<file path="config.mk">
export PLATFORM = sky130hd
export DESIGN_NAME = light_level_ratio_filter_top
export DESIGN_NICKNAME = d
export VERILOG_FILES = /design/src/hdl/llrf_pkg.sv /design/src/hdl/llrf_ctrl.sv /design/src/hdl/llrf_dp.sv /design/src/hdl/light_level_ratio_filter_top.sv
export SDC_FILE = /design/constraint.sdc
export NUM_CORES = 1
export LEC_CHECK = 0
export BUFFER_PORTS_ARGS = -buffer_cell sky130_fd_sc_hd__buf_2
export CORE_MARGIN = 3
export CORE_UTILIZATION = 50
export DETAILED_ROUTE_END_ITERATION = 10
export PLACE_DENSITY = 0.69
export SLEW_MARGIN = 20
export SYNTH_ARGS = -nofsm -noshare
export SYNTH_HDL_FRONTEND = slang
export SYNTH_HIERARCHICAL = 1
export SYNTH_SLANG_ARGS = --single-unit
</file>
<file path="constraint.sdc">
create_clock -name clk_i -period 8.06 [get_ports clk_i]
set_input_delay 0.403 -clock clk_i [delete_from_list [all_inputs] [get_ports clk_i]]
set_output_delay 0.403 -clock clk_i [all_outputs]
set_load 0.05 [all_outputs]
</file>
<file path="src/hdl/llrf_pkg.sv">
// shared types and constants of the light level ratio filter
`default_nettype none

package llrf_pkg;

  // datapath widths
  localparam int DIV_W    = 16;  // divisor and remainder
  localparam int DVD_W    = 32;  // dividend / quotient shift register
  localparam int PROD_W   = 32;  // multiplier product
  localparam int V_W      = 19;  // mapped light value
  localparam int HELD_W   = 20;  // half-step average level
  localparam int SUM_W    = 27;  // leaky window sum
  localparam int CNT_W    = 8;   // window sample count
  localparam int SHIFT_W  = 3;   // window shift
  localparam int DCNT_W   = 5;   // divider step counter
  localparam int LEVEL_W  = 19;  // result width

  // divider step counts
  localparam logic [DCNT_W-1:0] RATIO_STEPS = DCNT_W'(16);
  localparam logic [DCNT_W-1:0] SUM_STEPS   = DCNT_W'(SUM_W);

  // output saturation
  localparam logic [LEVEL_W-1:0] LEVEL_MAX = LEVEL_W'(524272);

  // configuration port
  localparam int CFG_IDX_W  = 4;
  localparam int CFG_DATA_W = 8;
  localparam logic [CFG_IDX_W-1:0] CFG_FILTER_MODE = CFG_IDX_W'(0);
  localparam logic [CFG_IDX_W-1:0] CFG_AVG_SHIFT   = CFG_IDX_W'(1);
  localparam logic [SHIFT_W-1:0]   AVG_SHIFT_RESET = SHIFT_W'(2);

  // controller states
  typedef enum logic [3:0] {
    ST_IDLE,
    ST_PREP,
    ST_DIV_R,
    ST_SQ1,
    ST_SQ2,
    ST_VAL,
    ST_FILT,
    ST_DIV_S,
    ST_QUOT,
    ST_DONE
  } state_e;

  // controller to datapath commands
  typedef struct packed {
    logic load_in;    // capture samples
    logic div_ratio;  // load divider with ratio operands
    logic div_sum;    // load divider with window average operands
    logic div_step;   // one restoring division step
    logic mul_r;      // square the ratio
    logic mul_q;      // square the first square
    logic take_v;     // keep mapped value from product
    logic zero_v;     // mapped value is zero
    logic filt;       // update the smoothing state
    logic take_quot;  // result from divider quotient
    logic out_load;   // load output register
  } cmd_t;

  // datapath to controller status
  typedef struct packed {
    logic pos;        // supply above sense, sense nonzero
    logic div_last;   // divider on its last step
    logic need_div;   // warm-up average needs a division
  } status_t;

endpackage

`default_nettype wire

</file>
<file path="src/hdl/llrf_ctrl.sv">
// sequencing state machine of the light level ratio filter
`default_nettype none

module llrf_ctrl (
  input  wire                     clk_i,
  input  wire                     rst_ni,
  input  wire                     in_valid_i,
  output logic                    in_ready_o,
  output logic                    out_valid_o,
  input  wire                     out_ready_i,
  input  wire llrf_pkg::status_t  status_i,
  output llrf_pkg::cmd_t          cmd_o
);
  import llrf_pkg::*;

  state_e state_q, state_d;
  logic   out_valid_q, out_valid_d;
  logic   out_free;

  assign out_free    = !out_valid_q || out_ready_i;
  assign in_ready_o  = (state_q == ST_IDLE);
  assign out_valid_o = out_valid_q;

  // state and output valid registers
  always_ff @(posedge clk_i or negedge rst_ni) begin
    if (!rst_ni) begin
      state_q     <= ST_IDLE;
      out_valid_q <= 1'b0;
    end else begin
      state_q     <= state_d;
      out_valid_q <= out_valid_d;
    end
  end

  // next state and commands
  always_comb begin
    state_d = state_q;
    cmd_o   = '0;
    unique case (state_q)
      ST_IDLE: begin
        if (in_valid_i) begin
          cmd_o.load_in = 1'b1;
          state_d       = ST_PREP;
        end
      end
      ST_PREP: begin
        if (status_i.pos) begin
          cmd_o.div_ratio = 1'b1;
          state_d         = ST_DIV_R;
        end else begin
          cmd_o.zero_v = 1'b1;
          state_d      = ST_FILT;
        end
      end
      ST_DIV_R: begin
        cmd_o.div_step = 1'b1;
        if (status_i.div_last) begin
          state_d = ST_SQ1;
        end
      end
      ST_SQ1: begin
        cmd_o.mul_r = 1'b1;
        state_d     = ST_SQ2;
      end
      ST_SQ2: begin
        cmd_o.mul_q = 1'b1;
        state_d     = ST_VAL;
      end
      ST_VAL: begin
        cmd_o.take_v = 1'b1;
        state_d      = ST_FILT;
      end
      ST_FILT: begin
        cmd_o.filt = 1'b1;
        if (status_i.need_div) begin
          cmd_o.div_sum = 1'b1;
          state_d       = ST_DIV_S;
        end else begin
          state_d = ST_DONE;
        end
      end
      ST_DIV_S: begin
        cmd_o.div_step = 1'b1;
        if (status_i.div_last) begin
          state_d = ST_QUOT;
        end
      end
      ST_QUOT: begin
        cmd_o.take_quot = 1'b1;
        state_d         = ST_DONE;
      end
      ST_DONE: begin
        if (out_free) begin
          cmd_o.out_load = 1'b1;
          state_d        = ST_IDLE;
        end
      end
      default: begin
        state_d = ST_IDLE;
      end
    endcase
  end

  // output valid: set on load, cleared when the transaction completes
  always_comb begin
    if (cmd_o.out_load) begin
      out_valid_d = 1'b1;
    end else if (out_ready_i) begin
      out_valid_d = 1'b0;
    end else begin
      out_valid_d = out_valid_q;
    end
  end

`ifndef SYNTHESIS
  // a finished result is always presented once the slot frees up
  a_done_loads: assert property (@(posedge clk_i) disable iff (!rst_ni)
    (state_q == ST_DONE && out_free) |=> out_valid_q)
    else $error("finished result not presented");

  // an accepted input transaction starts the sequence
  a_accept_starts: assert property (@(posedge clk_i) disable iff (!rst_ni)
    (in_valid_i && in_ready_o) |=> (state_q == ST_PREP))
    else $error("accepted input did not start processing");
`endif

endmodule

`default_nettype wire

</file>
<file path="src/hdl/llrf_dp.sv">
// datapath: shared divider, shared multiplier, smoothing state and output register
`default_nettype none

module llrf_dp #(
  parameter int SAMPLE_WIDTH = 16
) (
  input  wire                                  clk_i,
  input  wire                                  rst_ni,
  input  wire  [15:0]                          supply_sample_i,
  input  wire  [15:0]                          sense_sample_i,
  input  wire                                  cfg_valid_i,
  input  wire  [llrf_pkg::CFG_IDX_W-1:0]       cfg_index_i,
  input  wire  [llrf_pkg::CFG_DATA_W-1:0]      cfg_data_i,
  input  wire  llrf_pkg::cmd_t                 cmd_i,
  output llrf_pkg::status_t                    status_o,
  output logic [llrf_pkg::LEVEL_W-1:0]         light_level_o
);
  import llrf_pkg::*;

  // samples
  logic [SAMPLE_WIDTH-1:0] supply_q, sense_q;
  logic [SAMPLE_WIDTH-1:0] diff;

  // configuration
  logic               mode_q;
  logic [SHIFT_W-1:0] shift_q;

  // divider
  logic [DIV_W-1:0]  rem_q, dsor_q;
  logic [DVD_W-1:0]  dvd_q;
  logic [DCNT_W-1:0] dcnt_q;
  logic [DIV_W:0]    rem_sh, rem_sub;
  logic              rem_ge;

  // multiplier
  logic [PROD_W-1:0] prod_q, prod_d;
  logic [15:0]       mul_a;

  // mapped value and smoothing state
  logic [V_W-1:0]     v_q;
  logic [HELD_W-1:0]  held_q, held_base, held_sum, held_nx;
  logic [LEVEL_W-1:0] held_half;
  logic [SUM_W-1:0]   sum_q, sum_new, avg;
  logic [CNT_W-1:0]   cnt_q, cnt_new;
  logic [CNT_W:0]     window;
  logic               leaky;

  // result and output
  logic [SUM_W-1:0]   res_q;
  logic [LEVEL_W-1:0] level_q;

  assign diff = supply_q - sense_q;

  // restoring division step
  assign rem_sh  = {rem_q, dvd_q[DVD_W-1]};
  assign rem_ge  = (rem_sh >= {1'b0, dsor_q});
  assign rem_sub = rem_sh - {1'b0, dsor_q};

  // squaring: ratio first, then the upper half of the first square
  assign mul_a  = cmd_i.mul_q ? prod_q[PROD_W-1:16] : dvd_q[15:0];
  assign prod_d = mul_a * mul_a;

  // half-step recursive average
  assign held_base = (held_q == '0) ? HELD_W'(v_q) : held_q;
  assign held_sum  = held_base + HELD_W'(v_q);
  assign held_half = held_sum[HELD_W-1:1];
  assign held_nx   = held_sum - HELD_W'(held_half);

  // shift-window running average
  assign sum_new = sum_q + SUM_W'(v_q);
  assign cnt_new = cnt_q + CNT_W'(1);
  assign window  = (CNT_W+1)'(1) << shift_q;
  assign leaky   = ({1'b0, cnt_new} >= window);
  assign avg     = sum_new >> shift_q;

  // a zero sense gives a ratio of 2^16 whose square wraps to zero
  assign status_o.pos      = (supply_q > sense_q) && (sense_q != '0);
  assign status_o.div_last = (dcnt_q == DCNT_W'(1));
  assign status_o.need_div = mode_q && !leaky && (cnt_new != '0);

  assign light_level_o = level_q;

  // configuration, filter state and divider counter
  always_ff @(posedge clk_i or negedge rst_ni) begin
    if (!rst_ni) begin
      mode_q  <= 1'b0;
      shift_q <= AVG_SHIFT_RESET;
      held_q  <= '0;
      sum_q   <= '0;
      cnt_q   <= '0;
      dcnt_q  <= '0;
    end else begin
      if (cfg_valid_i) begin
        unique case (cfg_index_i)
          CFG_FILTER_MODE: mode_q  <= cfg_data_i[0];
          CFG_AVG_SHIFT:   shift_q <= cfg_data_i[SHIFT_W-1:0];
          default:         ;
        endcase
      end
      if (cmd_i.filt) begin
        if (!mode_q) begin
          held_q <= held_nx;
        end else if (leaky) begin
          sum_q <= sum_new - avg;
          cnt_q <= cnt_new - CNT_W'(1);
        end else begin
          sum_q <= sum_new;
          cnt_q <= cnt_new;
        end
      end
      if (cmd_i.div_ratio) begin
        dcnt_q <= RATIO_STEPS;
      end else if (cmd_i.div_sum) begin
        dcnt_q <= SUM_STEPS;
      end else if (cmd_i.div_step) begin
        dcnt_q <= dcnt_q - DCNT_W'(1);
      end
    end
  end

  // payload registers
  always_ff @(posedge clk_i) begin
    if (cmd_i.load_in) begin
      supply_q <= supply_sample_i[SAMPLE_WIDTH-1:0];
      sense_q  <= sense_sample_i[SAMPLE_WIDTH-1:0];
    end
    if (cmd_i.div_ratio) begin
      rem_q  <= DIV_W'(diff);
      dvd_q  <= '0;
      dsor_q <= DIV_W'(supply_q);
    end else if (cmd_i.div_sum) begin
      rem_q  <= '0;
      dvd_q  <= {sum_new, {(DVD_W-SUM_W){1'b0}}};
      dsor_q <= DIV_W'(cnt_new);
    end else if (cmd_i.div_step) begin
      rem_q <= rem_ge ? rem_sub[DIV_W-1:0] : rem_sh[DIV_W-1:0];
      dvd_q <= {dvd_q[DVD_W-2:0], rem_ge};
    end
    if (cmd_i.mul_r || cmd_i.mul_q) begin
      prod_q <= prod_d;
    end
    if (cmd_i.take_v) begin
      v_q <= prod_q[PROD_W-1:13];
    end else if (cmd_i.zero_v) begin
      v_q <= '0;
    end
    if (cmd_i.filt) begin
      if (!mode_q) begin
        res_q <= SUM_W'(held_half);
      end else if (leaky) begin
        res_q <= avg;
      end else begin
        res_q <= '0;
      end
    end else if (cmd_i.take_quot) begin
      res_q <= dvd_q[SUM_W-1:0];
    end
    if (cmd_i.out_load) begin
      level_q <= (res_q > SUM_W'(LEVEL_MAX)) ? LEVEL_MAX : res_q[LEVEL_W-1:0];
    end
  end

`ifndef SYNTHESIS
  // window count never grows beyond the largest window
  a_cnt_bound: assert property (@(posedge clk_i) disable iff (!rst_ni)
    cnt_q <= CNT_W'(128))
    else $error("window count out of range");

  // divider only steps while it has steps left
  a_div_steps: assert property (@(posedge clk_i) disable iff (!rst_ni)
    cmd_i.div_step |-> (dcnt_q != '0))
    else $error("divider stepped past its end");

  // saturation holds on every loaded result
  a_level_sat: assert property (@(posedge clk_i) disable iff (!rst_ni)
    cmd_i.out_load |=> (level_q <= LEVEL_MAX))
    else $error("light level above saturation");
`endif

endmodule

`default_nettype wire

</file>
<file path="src/hdl/light_level_ratio_filter_top.sv">
// top level of the light level ratio filter
//
// Input channel (in_valid_i/in_ready_o) takes one supply and one sense sample
// per transaction; output channel (out_valid_o/out_ready_i) returns one
// smoothed light_level per input transaction, in order.
// Configuration channel (cfg_valid_i/cfg_ready_o) is always ready: index 0 is
// filter_mode, index 1 is average_shift; other indexes are ignored.
// Each item passes through the 16-step shared restoring divider that forms
// the (supply - sense) / supply ratio, plus two passes through the shared
// 16x16 multiplier. When the mapped value is zero (sense not below supply,
// or sense zero) the divider is skipped. In running average mode during
// warm-up the same divider also forms the sum / count quotient.
// One item is in work at a time; the next is accepted the cycle after the
// result has moved into the output register, even while that result still
// waits.
// If the receiver stalls with a result pending, a new result waits in the
// datapath until the output register frees up.
// Reset clears the filter state, sets filter_mode 0 and average_shift 2.
`default_nettype none

module light_level_ratio_filter_top #(
  parameter int SAMPLE_WIDTH = 16
) (
  input  wire         clk_i,
  input  wire         rst_ni,
  input  wire         in_valid_i,
  output logic        in_ready_o,
  input  wire  [15:0] supply_sample_i,
  input  wire  [15:0] sense_sample_i,
  output logic        out_valid_o,
  input  wire         out_ready_i,
  output logic [18:0] light_level_o,
  input  wire         cfg_valid_i,
  output logic        cfg_ready_o,
  input  wire  [3:0]  cfg_index_i,
  input  wire  [7:0]  cfg_data_i
);
  import llrf_pkg::*;

  cmd_t    cmd;
  status_t status;

  // configuration writes are always accepted
  assign cfg_ready_o = 1'b1;

  // sequencer
  llrf_ctrl u_ctrl (
    .clk_i       (clk_i),
    .rst_ni      (rst_ni),
    .in_valid_i  (in_valid_i),
    .in_ready_o  (in_ready_o),
    .out_valid_o (out_valid_o),
    .out_ready_i (out_ready_i),
    .status_i    (status),
    .cmd_o       (cmd)
  );

  // arithmetic and state
  llrf_dp #(
    .SAMPLE_WIDTH (SAMPLE_WIDTH)
  ) u_dp (
    .clk_i           (clk_i),
    .rst_ni          (rst_ni),
    .supply_sample_i (supply_sample_i),
    .sense_sample_i  (sense_sample_i),
    .cfg_valid_i     (cfg_valid_i),
    .cfg_index_i     (cfg_index_i),
    .cfg_data_i      (cfg_data_i),
    .cmd_i           (cmd),
    .status_o        (status),
    .light_level_o   (light_level_o)
  );

endmodule

`default_nettype wire
</file>
==> results.py, run 1 <==
metrics = {
    "outcome": {
        "status": "completed",
    },
    "route": {
        "firstDrtPassIters": 6,
        "totalWireLength_um": 67200,
        "ant_nets": 0,
        "drt_iter0_drc": 1736,
        "avgRoutedWirePerCell_um": 19.3,
        "drc": 0,
        "via_per_inst": 5.85,
        "via_count": 20325,
    },
    "timing": {
        "worst_slew_pin_slew_ns": 0.944,
        "setup_slack_ns": 0.503,
        "finalHoldViolCount": 0,
        "fin_tns_setup_ns": 0,
        "rsz0062_at_grt": "no",
        "finalSetupViolations": 0,
        "relSlewSlack_pct": 35.5,
        "skew_ns": 0.0355,
        "fmax_ghz": 0.132,
        "hold_slack_ns": 0.0299,
        "fin_crit_ns": 7.56,
        "finalMaxSlewViolations": 0,
        "finalCritPeriodShare_pct": 93.8,
    },
    "floorplanning": {
        "start_util_pct": 50.8,
        "io_pins": 71,
        "fp.dieW_um": 229,
        "core.rowCount": 81,
        "die-area_mm2": 0.0526,
        "coreArea_mm2": 0.0491,
        "die_h_um": 229,
    },
    "placement": {
        "place_congestion": 0.971,
        "dp_slack_ns": 0.338,
        "dp_hpwl_um": 52500,
        "placedInstanceArea_mm2": 0.0260,
        "numPortBuffers": 64,
    },
    "logic_synthesis": {
        "synth_flop_cell": "edfxtp_1",
        "synth.avg_cell_area_um2": 9.04,
        "ys_seq_area_share_pct": 27.3,
        "synth_nets": 3196,
        "synth_edf_count": 148,
        "yosys_warnings": 6,
        "ys_types": 97,
        "synth_area_mm2": 0.0249,
        "async_flop_share_pct": 27.7,
        "syn_inst": 2758,
        "synth_seq_cells": 249,
    },
    "layout": {
        "fill_cells": 4451,
        "diodes": 0,
        "syn_to_final_growth_pct": 8.17,
        "postLayoutCellArea_mm2": 0.0270,
        "drive_above_1_share_pct": 8.90,
        "final_nets": 3225,
    },
    "worst_setup_path": {
        "regToRegSetupSlack_ns": 0.50,
        "cpMaxStageDelayCell": "fa_1",
        "crit_start": "u_ctrl/state_q[1]$_DFFE_PN0P_",
        "r2r_start": "u_ctrl/state_q[1]$_DFFE_PN0P_",
        "crit_arrival_ns": 7.88,
        "end_kind": "register",
        "required_ns": 8.38,
        "max_stage_delay_ns": 0.55,
        "crit_type": "register to register",
        "cpMostUsedCell": "fa_1",
        "crit_fanout": 25,
        "startpoint_type": "register",
    },
    "job": {
        "maxCapViolCount": 0,
    },
    "global_route": {
        "antenna_found_initial": 0,
        "grt_first_pass_wirelength_um": 109000,
        "grt.overflow.total": 0,
        "track_usage_pct": 25.6,
        "grt_pass1_vias": 20711,
        "grt_max_degree": 73,
    },
    "clock_tree": {
        "cts_tree": "built",
        "clkLatencyLatePin_ns": 0.57,
        "cts_buffers": 29,
        "path_clk_slew_ns": 0.06,
        "htreeDepth": 1,
        "cts.sinks": 249,
        "post-cts-setup-buffers": 0,
        "root_buffer": "clkbuf_16",
        "clk_path_buf_depth": 3,
    },
    "hold_path": {
        "min_from": "sense_sample_i[3]",
        "hold_path.class": "input port to register",
    },
}
[layout by cell type, fill, tap and decap left out, types with 9 or more instances in the layout]
cell type    n
nor3_1      34
o31ai_1     12
buf_2       63
inv_1      382
nand2_1    247
o21bai_1    12
nor4_1      18
nor2b_1     40
a21oi_1    126
edfxtp_1   148
o221ai_1    13
xnor2_1     67
or3_1       18
o22ai_1      9
nor2_1     222
a211oi_1    87
xor2_1      54
a21o_1      66
buf_4       37
mux4_2      10
ha_1       222
o21a_1      23
nand4_1     19
mux2_2      33
clkbuf_16   29
o21ai_0    123
o211ai_1    14
fa_1       167
nand3_1     42
mux2i_1     37
a21boi_0    12
nand2b_1    51
dfxtp_1     32
a31oi_1     20
and2_1      42
and3_1      18
dfrtp_1     68
a211o_1      9
[worst paths after layout]
check | to | cells past startpoint
setup reg to reg | u_dp/prod_q[31]$_DFFE_PP_ | 26
max in group asynchronous | u_dp/mode_q$_DFFE_PN0P_ | 2
setup / recovery | u_dp/prod_q[31]$_DFFE_PP_ | 26
min in group asynchronous | u_dp/sum_q[12]$_DFFE_PN0P_ | 2
hold / removal | u_dp/sense_q[3]$_DFFE_PP_ | 1
hold reg to reg | u_dp/sum_q[10]$_DFFE_PN0P_ | 2
[metrics by stage]
step / instances / util, %
3_3_place_gp: 3419 / 53.0
6_report: 3473 / 55.0
5_1_grt: 3473 / 55.0
3_5_place_dp: 3419 / 53.0
2_1_floorplan: 2758 / -
4_1_cts: 3472 / 54.9
[synthesized netlist by cell type, types with 7 or more instances]
| cell type | count | area (µm²) |
|---|---|---|
| edfxtp_1 | 148 | 4440 |
| dfxtp_1 | 32 | 641 |
| dfrtp_1 | 68 | 1700 |
| mux2_2 | 33 | 372 |
| o2bb2ai_1 | 7 | 61.3 |
| nand2_1 | 247 | 927 |
| a211o_1 | 9 | 78.8 |
| o221ai_1 | 13 | 114 |
| o22ai_1 | 9 | 56.3 |
| or3_1 | 18 | 113 |
| and2_1 | 43 | 269 |
| nand4_1 | 19 | 119 |
| o21ai_0 | 123 | 616 |
| o21a_1 | 23 | 173 |
| fa_1 | 167 | 3340 |
| clkinv_1 | 7 | 26.3 |
| nand2b_1 | 52 | 325 |
| mux2i_1 | 39 | 390 |
| buf_1 | 10 | 37.5 |
| a21oi_1 | 127 | 636 |
| or2_2 | 8 | 50.1 |
| and3_1 | 18 | 113 |
| a211oi_1 | 88 | 661 |
| o21bai_1 | 12 | 90.1 |
| nor2b_1 | 41 | 257 |
| nand3_1 | 42 | 210 |
| inv_1 | 383 | 1440 |
| nor4b_1 | 7 | 61.3 |
| a21boi_0 | 12 | 90.1 |
| a21o_1 | 66 | 495 |
| xnor2_1 | 67 | 587 |
| xor2_1 | 54 | 473 |
| o31ai_1 | 12 | 90.1 |
| nor4_1 | 18 | 113 |
| o211ai_1 | 14 | 105 |
| clkbuf_1 | 88 | 330 |
| ha_1 | 222 | 2780 |
| nor3_1 | 37 | 185 |
| mux4_2 | 10 | 225 |
| nor2_1 | 223 | 837 |
| a31oi_1 | 20 | 125 |
[cells by family (layout without fill, tap and decap cells)]
group                    after synthesis  count (layout)  share of synthesized area (%)
XOR/XNOR                             123             123                           4.43
adder cells (fa/ha/maj)              389             389                           24.6
other                                  1               1                         0.0150
AND/OR/NAND/NOR                      799             799                           15.3
flip-flops                           249             249                           27.3
AO/OA/AOI/OAI                        619             619                           16.9
buffers and inverters                496             547                           7.54
multiplexers                          82              82                           3.96
[cell type report]
type	instances	area, µm²	share of cell area [%]
multi-input combinational	2013	16300	60.4
timing repair buffer	103	634	2.35
clock inverter	19	188	0.696
clock buffer	34	744	2.76
tap	664	831	3.08
inverter	391	1470	5.44
sequential	249	6810	25.3
[registers in the layout, summed over array words and instances, names as in the netlist, 19 cells and up]
register            count
u_dp/dvd_q             32
u_dp/res_q             27
u_dp/sum_q             27
u_dp/held_q            20
u_dp/light_level_o     19
u_dp/prod_q            19
u_dp/v_q               19
[critical path, delay by kind of cell, from the launching register on]
| family | cells | cell delay, ns |
|---|---|---|
| AO/OA/AOI/OAI | 6 | 1.54 |
| XOR/XNOR | 1 | 0.14 |
| adder cells (fa/ha/maj) | 7 | 3.22 |
| buffers and inverters | 7 | 0.77 |
| multiplexers | 1 | 0.34 |
| flip-flops | 1 | 0.52 |
| AND/OR/NAND/NOR | 4 | 0.77 |
[layer usage]
layer  GRT usage, %  routed length [µm]
met1           33.4               28300
met2           43.6               32200
met3           3.69                4180
met4           9.18                2470
met5              0                   0
[timing repair]
item	in CTS	in global routing
endpoints found under the hold margin	0	59
gates resized for setup	0	5
hold buffers	0	1
endpoints found under the setup margin	0	4
Power of run 1 is left out: the tool's default activity adds up to more than one toggle a clock period on the data nets, which glitch-free logic cannot reach.
==> inputs of run 2 (changes only) <==
BUFFER_PORTS_ARGS = -buffer_cell sky130_fd_sc_hd__clkbuf_2   (was -buffer_cell sky130_fd_sc_hd__buf_2)
==> run 2 against run 1 <==
Against the previous run: wire length rose by 0.33%; global-route usage is essentially flat; hold slack worse by 0.0040 ns; non-clock buffer count is 22 higher; highest routed layer unchanged.
==> results.py, run 2 (synthesis gave the netlist of run 1 again) <==
metrics = {
    "outcome": {
        "status": "completed",
    },
    "route": {
        "drc": 0,
        "ant_nets": 0,
        "firstDrtPassIters": 8,
        "avgRoutedWirePerCell_um": 19.3,
        "via_count": 20276,
        "drt_iter0_drc": 1780,
        "via_per_inst": 5.80,
        "totalWireLength_um": 67400,
    },
    "worst_setup_path": {
        "crit_arrival_ns": 7.96,
        "crit_fanout": 25,
        "required_ns": 8.37,
        "cpMostUsedCell": "fa_1",
        "end_kind": "register",
        "critical-path-top-delay-family": "adder cells",
        "startpoint_type": "register",
        "max_stage_delay_ns": 0.54,
        "cpMaxStageDelayCell": "fa_1",
        "worst-path-buf-inv": 6,
        "crit_type": "register to register",
    },
    "clock_tree": {
        "cts_buffers": 28,
        "cts.sinks": 249,
        "path_clk_slew_ns": 0.06,
        "htreeDepth": 1,
        "clkLatencyLatePin_ns": 0.56,
        "clk_path_buf_depth": 3,
        "root_buffer": "clkbuf_16",
        "cts_tree": "built",
    },
    "layout": {
        "largest_register": "u_dp/dvd_q",
        "syn_to_final_growth_pct": 9.31,
        "fin_cells": 3495,
        "postLayoutCellArea_mm2": 0.0273,
        "mostFrequentLayoutCell": "inv_1",
        "drive_above_1_share_pct": 8.80,
        "top_regs": "u_dp/dvd_q: 32 flops, u_dp/res_q: 27 flops, u_dp/sum_q: 27 flops",
        "register_area_mm2": 0.00681,
        "final_nets": 3246,
        "fill_cells": 4398,
        "largest_reg_flops": 32,
        "most-common-layout-cells": "inv_1, nand2_1, ha_1",
        "utilization_pct": 55.6,
        "multiInputGateArea_mm2": 0.0163,
    },
    "global_route": {
        "antenna_found_initial": 1,
        "grt_first_pass_wirelength_um": 109000,
        "grt_pass1_vias": 20314,
        "grt.overflow.total": 0,
        "track_usage_pct": 25.6,
        "grt_max_degree": 73,
    },
    "timing": {
        "finalSetupViolations": 0,
        "relSlewSlack_pct": 25.4,
        "fmax_ghz": 0.131,
        "finalCritPeriodShare_pct": 94.9,
        "fin_crit_ns": 7.65,
        "finalHoldViolCount": 0,
        "skew_ns": 0.0107,
        "finalMaxSlewViolations": 0,
        "worst_slew_pin_slew_ns": 1.09,
    },
    "floorplanning": {
        "start_util_pct": 50.8,
        "coreArea_mm2": 0.0491,
        "die_h_um": 229,
        "core.rowCount": 81,
        "die-area_mm2": 0.0526,
        "io_pins": 71,
        "fp.dieW_um": 229,
    },
    "hold_path": {
        "hold_path.class": "input port to register",
    },
    "placement": {
        "numPortBuffers": 64,
        "dp_cells": 3424,
        "dp_hpwl_um": 52400,
        "place_congestion": 0.974,
        "placedInstanceArea_mm2": 0.0260,
    },
    "job": {
        "maxCapViolCount": 0,
    },
}
[run 2: cell types whose count changed in the layout (fill, tap and decap cells not counted), sizes merged]
cell | before | now
clkbuf | 34 | 95
buf | 102 | 44
dlygate4sd3 | 1 | 18
inv | 389 | 384
bufinv | 2 | 6
clkinv | 15 | 19
clkinvlp | 4 | 2
diode | 0 | 1
[run 2: repair_timing]
action                     CTS  global route
hold endpoints to repair    17            68
hold buffers                17             1
setup buffers                0             0
resized for setup            0             4
setup endpoints to repair    0             4
[run 2: stage by stage]
stage	setup slack, ns	hold WS, ns	TNS [ns]
after floorplan	0.460	0.107	0
after CTS	0.212	0.00125	0
after global placement	0.384	0.467	0
final	0.411	0.0259	0
after global routing	-0.0422	0.00170	-0.0422
after detailed placement	0.275	0.478	0
[run 2: layout make-up]
| type | count | area share, % |
|---|---|---|
| multi-input cells | 2013 | 59.8 |
| flip-flops and latches | 249 | 25.0 |
| inverters | 391 | 5.39 |
| repair buffers | 125 | 3.09 |
| well taps | 664 | 3.05 |
| clock buffers | 32 | 2.70 |
| clock inverters | 20 | 0.950 |
| diodes | 1 | 0.00918 |
[run 2: final timing paths]
path	startpoint	endpoint	slack (ns)	depth (start not counted)
worst min-delay path	sense_sample_i[3]	u_dp/sense_q[3]$_DFFE_PP_	0.03	1
min in group asynchronous	rst_ni	u_dp/sum_q[14]$_DFFE_PN0P_	0.48	2
worst min register to register	u_dp/sum_q[15]$_DFFE_PN0P_	u_dp/sum_q[15]$_DFFE_PN0P_	0.49	2
worst max-delay path	u_ctrl/state_q[3]$_DFFE_PN0P_	u_dp/prod_q[31]$_DFFE_PP_	0.41	26
worst max register to register	u_ctrl/state_q[3]$_DFFE_PN0P_	u_dp/prod_q[31]$_DFFE_PP_	0.41	26
max in group asynchronous	rst_ni	u_dp/mode_q$_DFFE_PN0P_	7.07	2
[run 2: metal layers]
metal / routed length (µm) / up-vias / track usage [%]
met5: 0 / - / 0
met4: 2270 / 0 / 8.14
met3: 3770 / 134 / 2.24
met2: 32400 / 624 / 43.4
met1: 29000 / 9886 / 34.9
li1: - / 9632 / -
Power of run 2 is left out for the same reason.
